$ cat src/rtl/ptt_pkg.sv
// shared types and codes for the periodic and timeout timer bank
package ptt_pkg;

    localparam int OP_W      = 3;
    localparam int INDEX_W   = 3;
    localparam int VALUE_W   = 16;
    localparam int CFG_W     = 4;
    localparam int CFG_IDX_W = 1;

    localparam logic [OP_W-1:0] OP_TICK    = 3'd0;
    localparam logic [OP_W-1:0] OP_START_P = 3'd1;
    localparam logic [OP_W-1:0] OP_STOP_P  = 3'd2;
    localparam logic [OP_W-1:0] OP_QUERY_P = 3'd3;
    localparam logic [OP_W-1:0] OP_CLEAR_P = 3'd4;
    localparam logic [OP_W-1:0] OP_START_T = 3'd5;
    localparam logic [OP_W-1:0] OP_STOP_T  = 3'd6;
    localparam logic [OP_W-1:0] OP_QUERY_T = 3'd7;

    localparam logic [CFG_IDX_W-1:0] REG_PERIODS  = 1'd0;
    localparam logic [CFG_IDX_W-1:0] REG_TIMEOUTS = 1'd1;

    localparam logic [CFG_W-1:0] CFG_RESET = 4'd8;

    typedef struct packed {
        logic [OP_W-1:0]    op;
        logic [INDEX_W-1:0] index;
        logic [VALUE_W-1:0] value;
    } in_item_t;

    typedef struct packed {
        logic ok;
        logic flag;
    } out_item_t;

    typedef struct packed {
        logic load;
        logic rd_sweep;
        logic rd_op;
        logic res_load;
    } cmd_t;

    typedef struct packed {
        logic out_free;
    } sts_t;

endpackage

$ cat src/rtl/periodic_and_timeout_timer_bank.sv
// top level of the periodic and timeout timer bank
//
// channel   direction  handshake          payload
// in        input      in_valid/in_stall  in_item   (op, index, value)
// out       output     out_valid/out_stall out_item (ok, flag)
// cfg       input      cfg_valid/cfg_ready cfg_index, cfg_data
//
// a tick sweeps max(NUM_PERIODS, NUM_TIMEOUTS) entries, then drains and loads a
// result; the sweep reads one entry of each bank per cycle via the ram read ports
// every other op passes through a read, a modify-write and a result load
// reset clears all entries at once through per-entry valid bits, no clearing pass
// a finished result waits in the output register while out_stall is high; a new
// item is taken meanwhile, and its result waits until the register frees
module periodic_and_timeout_timer_bank #(
    parameter int NUM_PERIODS  = 8,
    parameter int NUM_TIMEOUTS = 8,
    parameter int COUNT_WIDTH  = 16
) (
    input  logic                          clk,
    input  logic                          rst_n,
    input  logic                          in_valid,
    output logic                          in_stall,
    input  ptt_pkg::in_item_t             in_item,
    output logic                          out_valid,
    input  logic                          out_stall,
    output ptt_pkg::out_item_t            out_item,
    input  logic                          cfg_valid,
    output logic                          cfg_ready,
    input  logic [ptt_pkg::CFG_IDX_W-1:0] cfg_index,
    input  logic [ptt_pkg::CFG_W-1:0]     cfg_data
);

    localparam int SWEEP_LEN = (NUM_PERIODS > NUM_TIMEOUTS) ? NUM_PERIODS : NUM_TIMEOUTS;
    localparam int SW        = (SWEEP_LEN > 1) ? $clog2(SWEEP_LEN) : 1;

    ptt_pkg::cmd_t cmd;
    ptt_pkg::sts_t sts;
    logic [SW-1:0] sweep_idx;
    logic          in_is_tick;

    assign in_is_tick = (in_item.op == ptt_pkg::OP_TICK);
    assign cfg_ready  = 1'b1;

    ptt_ctrl #(.SWEEP_LEN(SWEEP_LEN)) u_ctrl (
        .clk        (clk),
        .rst_n      (rst_n),
        .in_valid   (in_valid),
        .in_is_tick (in_is_tick),
        .sts        (sts),
        .in_stall   (in_stall),
        .cmd        (cmd),
        .sweep_idx  (sweep_idx)
    );

    ptt_dpath #(
        .NP (NUM_PERIODS),
        .NT (NUM_TIMEOUTS),
        .CW (COUNT_WIDTH),
        .SW (SW)
    ) u_dpath (
        .clk       (clk),
        .rst_n     (rst_n),
        .cfg_we    (cfg_valid && cfg_ready),
        .cfg_index (cfg_index),
        .cfg_data  (cfg_data),
        .in_item   (in_item),
        .cmd       (cmd),
        .sweep_idx (sweep_idx),
        .out_stall (out_stall),
        .sts       (sts),
        .out_valid (out_valid),
        .out_item  (out_item)
    );

    // an accepted item keeps the block busy in the next cycle
    a_busy_after_accept: assert property (@(posedge clk) disable iff (!rst_n)
        (in_valid && !in_stall) |=> in_stall)
        else $error("block not busy after input transfer");

    // a result only appears at the end of a busy period
    a_result_after_busy: assert property (@(posedge clk) disable iff (!rst_n)
        $rose(out_valid) |-> $past(in_stall))
        else $error("result raised without work in flight");

    // returning to idle always leaves a result behind
    a_idle_with_result: assert property (@(posedge clk) disable iff (!rst_n)
        $fell(in_stall) |-> out_valid)
        else $error("went idle without a result");

    // an out of range op never reports a flag
    a_flag_needs_ok: assert property (@(posedge clk) disable iff (!rst_n)
        out_valid |-> (out_item.ok || !out_item.flag))
        else $error("flag set on a result with ok low");

endmodule

$ cat src/rtl/ptt_ram.sv
// generic simple dual port ram with registered read
module ptt_ram #(
    parameter int WIDTH = 8,
    parameter int DEPTH = 8,
    localparam int AW = (DEPTH > 1) ? $clog2(DEPTH) : 1
) (
    input  logic             clk,
    input  logic             we,
    input  logic [AW-1:0]    waddr,
    input  logic [WIDTH-1:0] wdata,
    input  logic [AW-1:0]    raddr,
    output logic [WIDTH-1:0] rdata
);

    logic [WIDTH-1:0] mem [DEPTH];
    logic [WIDTH-1:0] rdata_reg;

    always_ff @(posedge clk)
    begin
        if (we)
        begin
            mem[waddr] <= wdata;
        end
        rdata_reg <= mem[raddr];
    end

    assign rdata = rdata_reg;

endmodule

$ cat src/rtl/ptt_ctrl.sv
// controller state machine for the timer bank
module ptt_ctrl #(
    parameter int SWEEP_LEN = 8,
    localparam int SW = (SWEEP_LEN > 1) ? $clog2(SWEEP_LEN) : 1
) (
    input  logic          clk,
    input  logic          rst_n,
    input  logic          in_valid,
    input  logic          in_is_tick,
    input  ptt_pkg::sts_t sts,
    output logic          in_stall,
    output ptt_pkg::cmd_t cmd,
    output logic [SW-1:0] sweep_idx
);

    localparam logic [2:0] ST_IDLE  = 3'd0;
    localparam logic [2:0] ST_SWEEP = 3'd1;
    localparam logic [2:0] ST_OPRD  = 3'd2;
    localparam logic [2:0] ST_DRAIN = 3'd3;
    localparam logic [2:0] ST_FIN   = 3'd4;

    logic [2:0]    state_reg, state_next;
    logic [SW-1:0] cnt_reg, cnt_next;

    always_comb
    begin
        state_next = state_reg;
        cnt_next   = cnt_reg;
        cmd        = '0;
        unique case (state_reg)
            ST_IDLE:
            begin
                if (in_valid)
                begin
                    cmd.load   = 1'b1;
                    cnt_next   = '0;
                    state_next = in_is_tick ? ST_SWEEP : ST_OPRD;
                end
            end
            ST_SWEEP:
            begin
                cmd.rd_sweep = 1'b1;
                if (cnt_reg == SW'(SWEEP_LEN - 1))
                begin
                    state_next = ST_DRAIN;
                end
                else
                begin
                    cnt_next = cnt_reg + 1'b1;
                end
            end
            ST_OPRD:
            begin
                cmd.rd_op  = 1'b1;
                state_next = ST_DRAIN;
            end
            ST_DRAIN:
            begin
                state_next = ST_FIN;
            end
            ST_FIN:
            begin
                if (sts.out_free)
                begin
                    cmd.res_load = 1'b1;
                    state_next   = ST_IDLE;
                end
            end
            default:
            begin
                state_next = ST_IDLE;
            end
        endcase
    end

    always_ff @(posedge clk or negedge rst_n)
    begin
        if (!rst_n)
        begin
            state_reg <= ST_IDLE;
            cnt_reg   <= '0;
        end
        else
        begin
            state_reg <= state_next;
            cnt_reg   <= cnt_next;
        end
    end

    assign in_stall  = (state_reg != ST_IDLE);
    assign sweep_idx = cnt_reg;

endmodule

$ cat src/rtl/ptt_dpath.sv
// datapath of the timer bank: entry rams, valid bits, config and result registers
module ptt_dpath #(
    parameter int NP = 8,
    parameter int NT = 8,
    parameter int CW = 16,
    parameter int SW = 3
) (
    input  logic                            clk,
    input  logic                            rst_n,
    input  logic                            cfg_we,
    input  logic [ptt_pkg::CFG_IDX_W-1:0]   cfg_index,
    input  logic [ptt_pkg::CFG_W-1:0]       cfg_data,
    input  ptt_pkg::in_item_t               in_item,
    input  ptt_pkg::cmd_t                   cmd,
    input  logic [SW-1:0]                   sweep_idx,
    input  logic                            out_stall,
    output ptt_pkg::sts_t                   sts,
    output logic                            out_valid,
    output ptt_pkg::out_item_t              out_item
);

    localparam int PAW = (NP > 1) ? $clog2(NP) : 1;
    localparam int TAW = (NT > 1) ? $clog2(NT) : 1;
    localparam int PWW = 2 * CW + 2;

    logic [ptt_pkg::CFG_W-1:0] p_use_reg, t_use_reg;
    ptt_pkg::in_item_t         item_reg;
    logic                      ok_reg, flag_reg;
    logic                      out_valid_reg;
    ptt_pkg::out_item_t        out_item_reg;

    logic [NP-1:0]  p_valid_reg;
    logic [NT-1:0]  t_valid_reg;
    logic           p_rd_reg, t_rd_reg;
    logic [PAW-1:0] p_addr_reg;
    logic [TAW-1:0] t_addr_reg;
    logic           p_vld_rd_reg, t_vld_rd_reg;

    logic idx_in_p, idx_in_t, sweep_p_ok, sweep_t_ok, ok_c;
    logic is_pop, is_top, p_rd, t_rd;
    logic [PAW-1:0] p_raddr;
    logic [TAW-1:0] t_raddr;
    logic [PWW-1:0] p_rdata, p_word, p_wdata;
    logic [CW-1:0]  t_rdata, t_word, t_wdata;
    logic [CW-1:0]  val_c, p_cnt, p_rel, p_dec, n_cnt, n_rel;
    logic           p_act, p_done, n_act, n_done;
    logic           p_we, t_we;

    function automatic logic [ptt_pkg::INDEX_W-1:0] item_c_index(ptt_pkg::in_item_t it);
        return it.index;
    endfunction

    // range checks against the count in use, capped at the bank size
    assign idx_in_p   = (32'(item_c_index(in_item)) < 32'(p_use_reg))
                        && (32'(item_c_index(in_item)) < NP);
    assign idx_in_t   = (32'(item_c_index(in_item)) < 32'(t_use_reg))
                        && (32'(item_c_index(in_item)) < NT);
    assign sweep_p_ok = (32'(sweep_idx) < 32'(p_use_reg)) && (32'(sweep_idx) < NP);
    assign sweep_t_ok = (32'(sweep_idx) < 32'(t_use_reg)) && (32'(sweep_idx) < NT);

    always_comb
    begin
        if (in_item.op == ptt_pkg::OP_TICK)
        begin
            ok_c = 1'b1;
        end
        else if (in_item.op <= ptt_pkg::OP_CLEAR_P)
        begin
            ok_c = idx_in_p;
        end
        else
        begin
            ok_c = idx_in_t;
        end
    end

    assign is_pop = (item_reg.op >= ptt_pkg::OP_START_P) && (item_reg.op <= ptt_pkg::OP_CLEAR_P);
    assign is_top = (item_reg.op >= ptt_pkg::OP_START_T);

    assign p_rd    = (cmd.rd_sweep && sweep_p_ok) || (cmd.rd_op && is_pop && ok_reg);
    assign t_rd    = (cmd.rd_sweep && sweep_t_ok) || (cmd.rd_op && is_top && ok_reg);
    assign p_raddr = cmd.rd_sweep ? PAW'(sweep_idx) : PAW'(item_reg.index);
    assign t_raddr = cmd.rd_sweep ? TAW'(sweep_idx) : TAW'(item_reg.index);

    // never-written entries read as zero
    assign p_word = p_vld_rd_reg ? p_rdata : '0;
    assign t_word = t_vld_rd_reg ? t_rdata : '0;

    assign val_c  = CW'(item_reg.value);
    assign p_cnt  = p_word[CW-1:0];
    assign p_rel  = p_word[2*CW-1:CW];
    assign p_act  = p_word[2*CW];
    assign p_done = p_word[2*CW+1];
    assign p_dec  = p_cnt - 1'b1;

    always_comb
    begin
        n_cnt  = p_cnt;
        n_rel  = p_rel;
        n_act  = p_act;
        n_done = p_done;
        unique case (item_reg.op)
            ptt_pkg::OP_TICK:
            begin
                if (p_act)
                begin
                    // reaching zero reloads and flags done
                    if (p_dec == '0)
                    begin
                        n_done = 1'b1;
                        n_cnt  = p_rel;
                    end
                    else
                    begin
                        n_cnt = p_dec;
                    end
                end
            end
            ptt_pkg::OP_START_P:
            begin
                n_cnt  = val_c;
                n_rel  = val_c;
                n_act  = 1'b1;
                n_done = 1'b0;
            end
            ptt_pkg::OP_STOP_P:
            begin
                n_act = 1'b0;
            end
            ptt_pkg::OP_CLEAR_P:
            begin
                n_done = 1'b0;
            end
            default:
            begin
            end
        endcase
    end

    assign p_wdata = {n_done, n_act, n_rel, n_cnt};
    assign p_we    = p_rd_reg && (item_reg.op != ptt_pkg::OP_QUERY_P);

    always_comb
    begin
        t_wdata = t_word;
        unique case (item_reg.op)
            ptt_pkg::OP_TICK:
            begin
                if (t_word != '0)
                begin
                    t_wdata = t_word - 1'b1;
                end
            end
            ptt_pkg::OP_START_T:
            begin
                t_wdata = val_c;
            end
            ptt_pkg::OP_STOP_T:
            begin
                t_wdata = '0;
            end
            default:
            begin
            end
        endcase
    end

    assign t_we = t_rd_reg && (item_reg.op != ptt_pkg::OP_QUERY_T);

    ptt_ram #(.WIDTH(PWW), .DEPTH(NP)) u_p_ram (
        .clk   (clk),
        .we    (p_we),
        .waddr (p_addr_reg),
        .wdata (p_wdata),
        .raddr (p_raddr),
        .rdata (p_rdata)
    );

    ptt_ram #(.WIDTH(CW), .DEPTH(NT)) u_t_ram (
        .clk   (clk),
        .we    (t_we),
        .waddr (t_addr_reg),
        .wdata (t_wdata),
        .raddr (t_raddr),
        .rdata (t_rdata)
    );

    always_ff @(posedge clk or negedge rst_n)
    begin
        if (!rst_n)
        begin
            p_use_reg     <= ptt_pkg::CFG_RESET;
            t_use_reg     <= ptt_pkg::CFG_RESET;
            p_valid_reg   <= '0;
            t_valid_reg   <= '0;
            p_rd_reg      <= 1'b0;
            t_rd_reg      <= 1'b0;
            out_valid_reg <= 1'b0;
        end
        else
        begin
            if (cfg_we)
            begin
                unique case (cfg_index)
                    ptt_pkg::REG_PERIODS:  p_use_reg <= cfg_data;
                    ptt_pkg::REG_TIMEOUTS: t_use_reg <= cfg_data;
                    default:
                    begin
                    end
                endcase
            end
            p_rd_reg <= p_rd;
            t_rd_reg <= t_rd;
            if (p_we)
            begin
                p_valid_reg[p_addr_reg] <= 1'b1;
            end
            if (t_we)
            begin
                t_valid_reg[t_addr_reg] <= 1'b1;
            end
            if (cmd.res_load)
            begin
                out_valid_reg <= 1'b1;
            end
            else if (!out_stall)
            begin
                out_valid_reg <= 1'b0;
            end
        end
    end

    always_ff @(posedge clk)
    begin
        p_addr_reg   <= p_raddr;
        t_addr_reg   <= t_raddr;
        p_vld_rd_reg <= p_valid_reg[p_raddr];
        t_vld_rd_reg <= t_valid_reg[t_raddr];
        if (cmd.load)
        begin
            item_reg <= in_item;
            ok_reg   <= ok_c;
            flag_reg <= 1'b0;
        end
        else if (p_rd_reg && (item_reg.op == ptt_pkg::OP_QUERY_P))
        begin
            flag_reg <= p_done;
        end
        else if (t_rd_reg && (item_reg.op == ptt_pkg::OP_QUERY_T))
        begin
            flag_reg <= (t_word == '0);
        end
        if (cmd.res_load)
        begin
            out_item_reg.ok   <= ok_reg;
            out_item_reg.flag <= flag_reg;
        end
    end

    assign sts.out_free = !out_valid_reg || !out_stall;
    assign out_valid    = out_valid_reg;
    assign out_item     = out_item_reg;

endmodule
$ cat config.mk
export PLATFORM = sky130hd
export DESIGN_NAME = periodic_and_timeout_timer_bank
export DESIGN_NICKNAME = d
export VERILOG_FILES = /design/src/rtl/ptt_pkg.sv /design/src/rtl/periodic_and_timeout_timer_bank.sv /design/src/rtl/ptt_ram.sv /design/src/rtl/ptt_ctrl.sv /design/src/rtl/ptt_dpath.sv
export SDC_FILE = /design/constraint.sdc
export NUM_CORES = 1
export LEC_CHECK = 0
export BUFFER_PORTS_ARGS = -buffer_cell sky130_fd_sc_hd__buf_2
export CAP_MARGIN = 10
export CORE_ASPECT_RATIO = 0.5
export CORE_MARGIN = 5
export CORE_UTILIZATION = 39
export CTS_BUF_LIST = sky130_fd_sc_hd__clkbuf_4 sky130_fd_sc_hd__clkbuf_8
export CTS_CLUSTER_DIAMETER = 50
export CTS_CLUSTER_SIZE = 28
export DETAILED_ROUTE_END_ITERATION = 10
export SYNTH_ARGS = -nofsm -noshare
export SYNTH_HDL_FRONTEND = slang
export SYNTH_SLANG_ARGS = --single-unit
$ cat constraint.sdc
create_clock -name clk -period 7.1 [get_ports clk]
set_clock_uncertainty 0.05 [all_clocks]
set_input_delay 1.42 -clock clk [delete_from_list [all_inputs] [get_ports clk]]
set_output_delay 1.42 -clock clk [all_outputs]
set_load 0.005 [all_outputs]
==> out/qor.yml <==
cells_and_area:
  syn2layout_area_growth_pct: 8.24
  antennaDiodeCount: 0
  seq_area_um2: 14700
  nets: 1904
  largest_register_ffs: 272
  fill_cells: 4995
  drive_gt1_frac: 0.107
  multi_input_area_um2: 6260
floorplan:
  core_um2: 54000
  initial_core_util: 0.396
  pin_count: 37
  die_height_um: 176
  rows: 60
  design.die.area_um2: 59900
  die_w_um: 341
synthesis:
  syn_inst: 1864
  synth_common_cells: "nand2_1, edfxtp_1, nand3_1"
  synth_seq_cells: 514
  yosys.area.top_type: "edfxtp_1"
  netlist_area_um2: 21400
  syn-num-nets: 1910
  ys_seq_area_frac: 0.688
  synth_warnings: 0
  synthTopCellsByArea: "edfxtp_1, nand2_1, nand3_1"
  async_flop_share: 0.0642
  avgSynthCellArea_um2: 11.5
  yosysMostFrequentCell: "nand2_1"
  synth_edf_count: 425
  yosysUniqueCellTypes: 74
  synth_ff_type: "edfxtp_1"
  synth.top_cell.area_share: 0.597
detailed_routing:
  ant_nets: 0
  vias_per_cell: 5.39
  drtIter0Drc: 1348
  dr_total_vias: 14000
  first_pass_iters: 5
  wl_mm: 51.5
  drc: 0
  wl_per_cell_um: 19.8
power_and_ir_drop:
  vdd_drop_max_uv: 208
  p_per_area_nw_per_um2: 420
  p_leak_nw: 8.32
  total_power_mw: 9.72
clock_tree:
  cts_made_buffers: 35
  cts_tree: "done"
  clkLatencyLatePin_ns: 0.61
  postCtsHoldBufs: 0
  cts_resized: 0
  cts.sinks: 514
  h-tree-depth: 2
  clk_path_buf_depth: 3
  cts-root-buf: "clkbuf_8"
  cts_setup_buffers: 0
  clkTransAtPathRegs_ns: 0.14
min_path:
  hold_path_class: "reg -> reg"
setup_path:
  worst-endpoint-arrival_ns: 4.34
  cp_slowest_stage_delay_ns: 0.77
  setup.worst_path.class: "reg -> reg"
  r2r-start: "u_dpath.p_vld_rd_reg"
  crit_path_top_delay_cell: "and4_1"
  cp-endpoint: "u_dpath.u_p_ram.mem[1][10]"
  cp-startpoint: "u_dpath.p_vld_rd_reg"
  required_ns: 7.34
  cp_max_fo: 38
  start_kind: "flop"
  r2r_end: "u_dpath.u_p_ram.mem[1][10]"
  r2r_cells: 10
  critPathCaptureType: "flop"
  crit_top_cell: "nand2_1"
  path_cells: "buf_4 > nand2_1 > ha_1 > nand2_1 > mux2i_1 > a21oi_1 > nor4_2 > and4_1 > a211oi_1 > o21ai_0"
  reg2reg_slack_ns: 3.00
global_routing:
  overflow: 0
  grt_pass1_vias: 13400
  grt_start_max_net_pins: 95
  grt_pass1_wl_mm: 80.2
  grt_antenna_before_repair: 0
  grt_use_total: 0.170
timing:
  max_clock_freq_mhz: 244
  worst_pin_slew_ns: 1.23
  finalSetupTns_ns: 0
  holdWs_ns: 0.430
  layout_worst_path_cycle_share: 0.577
  rsz0062_at_grt: "false"
  period_minus_slack_ns: 4.10
  relSlewSlack: 0.182
  slew_viol_final: 0
  finalHoldViolations: 0
  setup_viol: 0
place:
  dp_hpwl_mm: 29.2
  place_congestion: 0.878
  port_buffers: 35
status:
  status: "finished, final reports clean"
flow_run:
  maxCapViolations: 0
[layer usage]
metal,share of wire,global-route usage
met5,0,0
met4,0.026,0.0472
met3,0.060,0.0237
met2,0.44,0.267
met1,0.47,0.250
[cells by family after synthesis]
family	synth area share
simple gates	0.200
flops	0.688
compound gates	0.0668
buf+inv	0.0253
mux	0.00831
fa+ha+maj	0.00819
xor+xnor	0.00328
other cells	0.000175
[layout make-up]
cell class | instances | share of cell area
inverter | 14 | 0.00254
tap | 713 | 0.0385
sequential | 514 | 0.635
clock buffer | 41 | 0.0241
timing repair buffer | 67 | 0.0179
clock inverter | 22 | 0.0109
multi-input combinational | 1226 | 0.271
[cells in the final DEF (no fill, tap or decap), types with 11 or more instances in the layout]
| master | synthesis | layout |
|---|---|---|
| a32oi_1 | 11 | 11 |
| nand3_1 | 276 | 276 |
| or2_2 | 18 | 18 |
| buf_2 | 26 | 35 |
| o21ai_1 | 14 | 14 |
| nor2_1 | 44 | 31 |
| nand2_1 | 541 | 541 |
| inv_1 | 13 | 12 |
| dfxtp_1 | 56 | 56 |
| o21ai_0 | 91 | 91 |
| nand2b_1 | 14 | 14 |
| dfrtp_1 | 31 | 31 |
| ha_1 | 14 | 14 |
| a21oi_1 | 31 | 31 |
| clkbuf_8 | 0 | 40 |
| a22o_1 | 11 | 11 |
| buf_4 | 1 | 32 |
| a22oi_1 | 12 | 12 |
| edfxtp_1 | 425 | 425 |
[how the worst min path moves through the flow]
stage	startpoint	to	slack, ns	cells after the start
global route	u_dpath.p_valid_reg[4]	u_dpath.p_valid_reg[4]	0.45	1
floorplan	u_dpath.flag_reg	u_dpath.out_item[0]	0.36	0
detailed placement	u_dpath.p_valid_reg[1]	u_dpath.p_valid_reg[1]	0.40	1
CTS	u_dpath.t_valid_reg[2]	u_dpath.t_valid_reg[2]	0.43	1
finish	u_dpath.p_valid_reg[4]	u_dpath.p_valid_reg[4]	0.43	1
global placement	u_dpath.t_valid_reg[6]	u_dpath.t_valid_reg[6]	0.40	1
[stage by stage]
step	utilization	setup slack, ns	area [µm²]	cells
after global routing	0.429	2.68	23200	2597
final	0.429	3.00	23200	2597
after detailed placement	0.414	3.21	22300	2534
after floorplan	-	3.12	21400	1864
after global placement	0.414	3.33	22300	2534
after CTS	0.429	3.15	23200	2597
[critical path: cells and delay by family (launching register included)]
family | cells | cell delay [ns]
adders and majority gates | 1 | 0.59
buffers and inverters | 1 | 0.24
AOI/OAI and AO/OA | 3 | 1.01
DFF | 1 | 0.32
muxes | 1 | 0.15
and+or+nand+nor | 4 | 1.40
[power breakdown]
part           switching (mW)  leakage, nW  total [mW]  internal (mW)
Clock                    1.02        0.412        1.67          0.650
Combinational            2.39         3.16        3.40           1.01
Sequential              0.457         4.75        4.65           4.20
(Power assumes the default switching activity.)
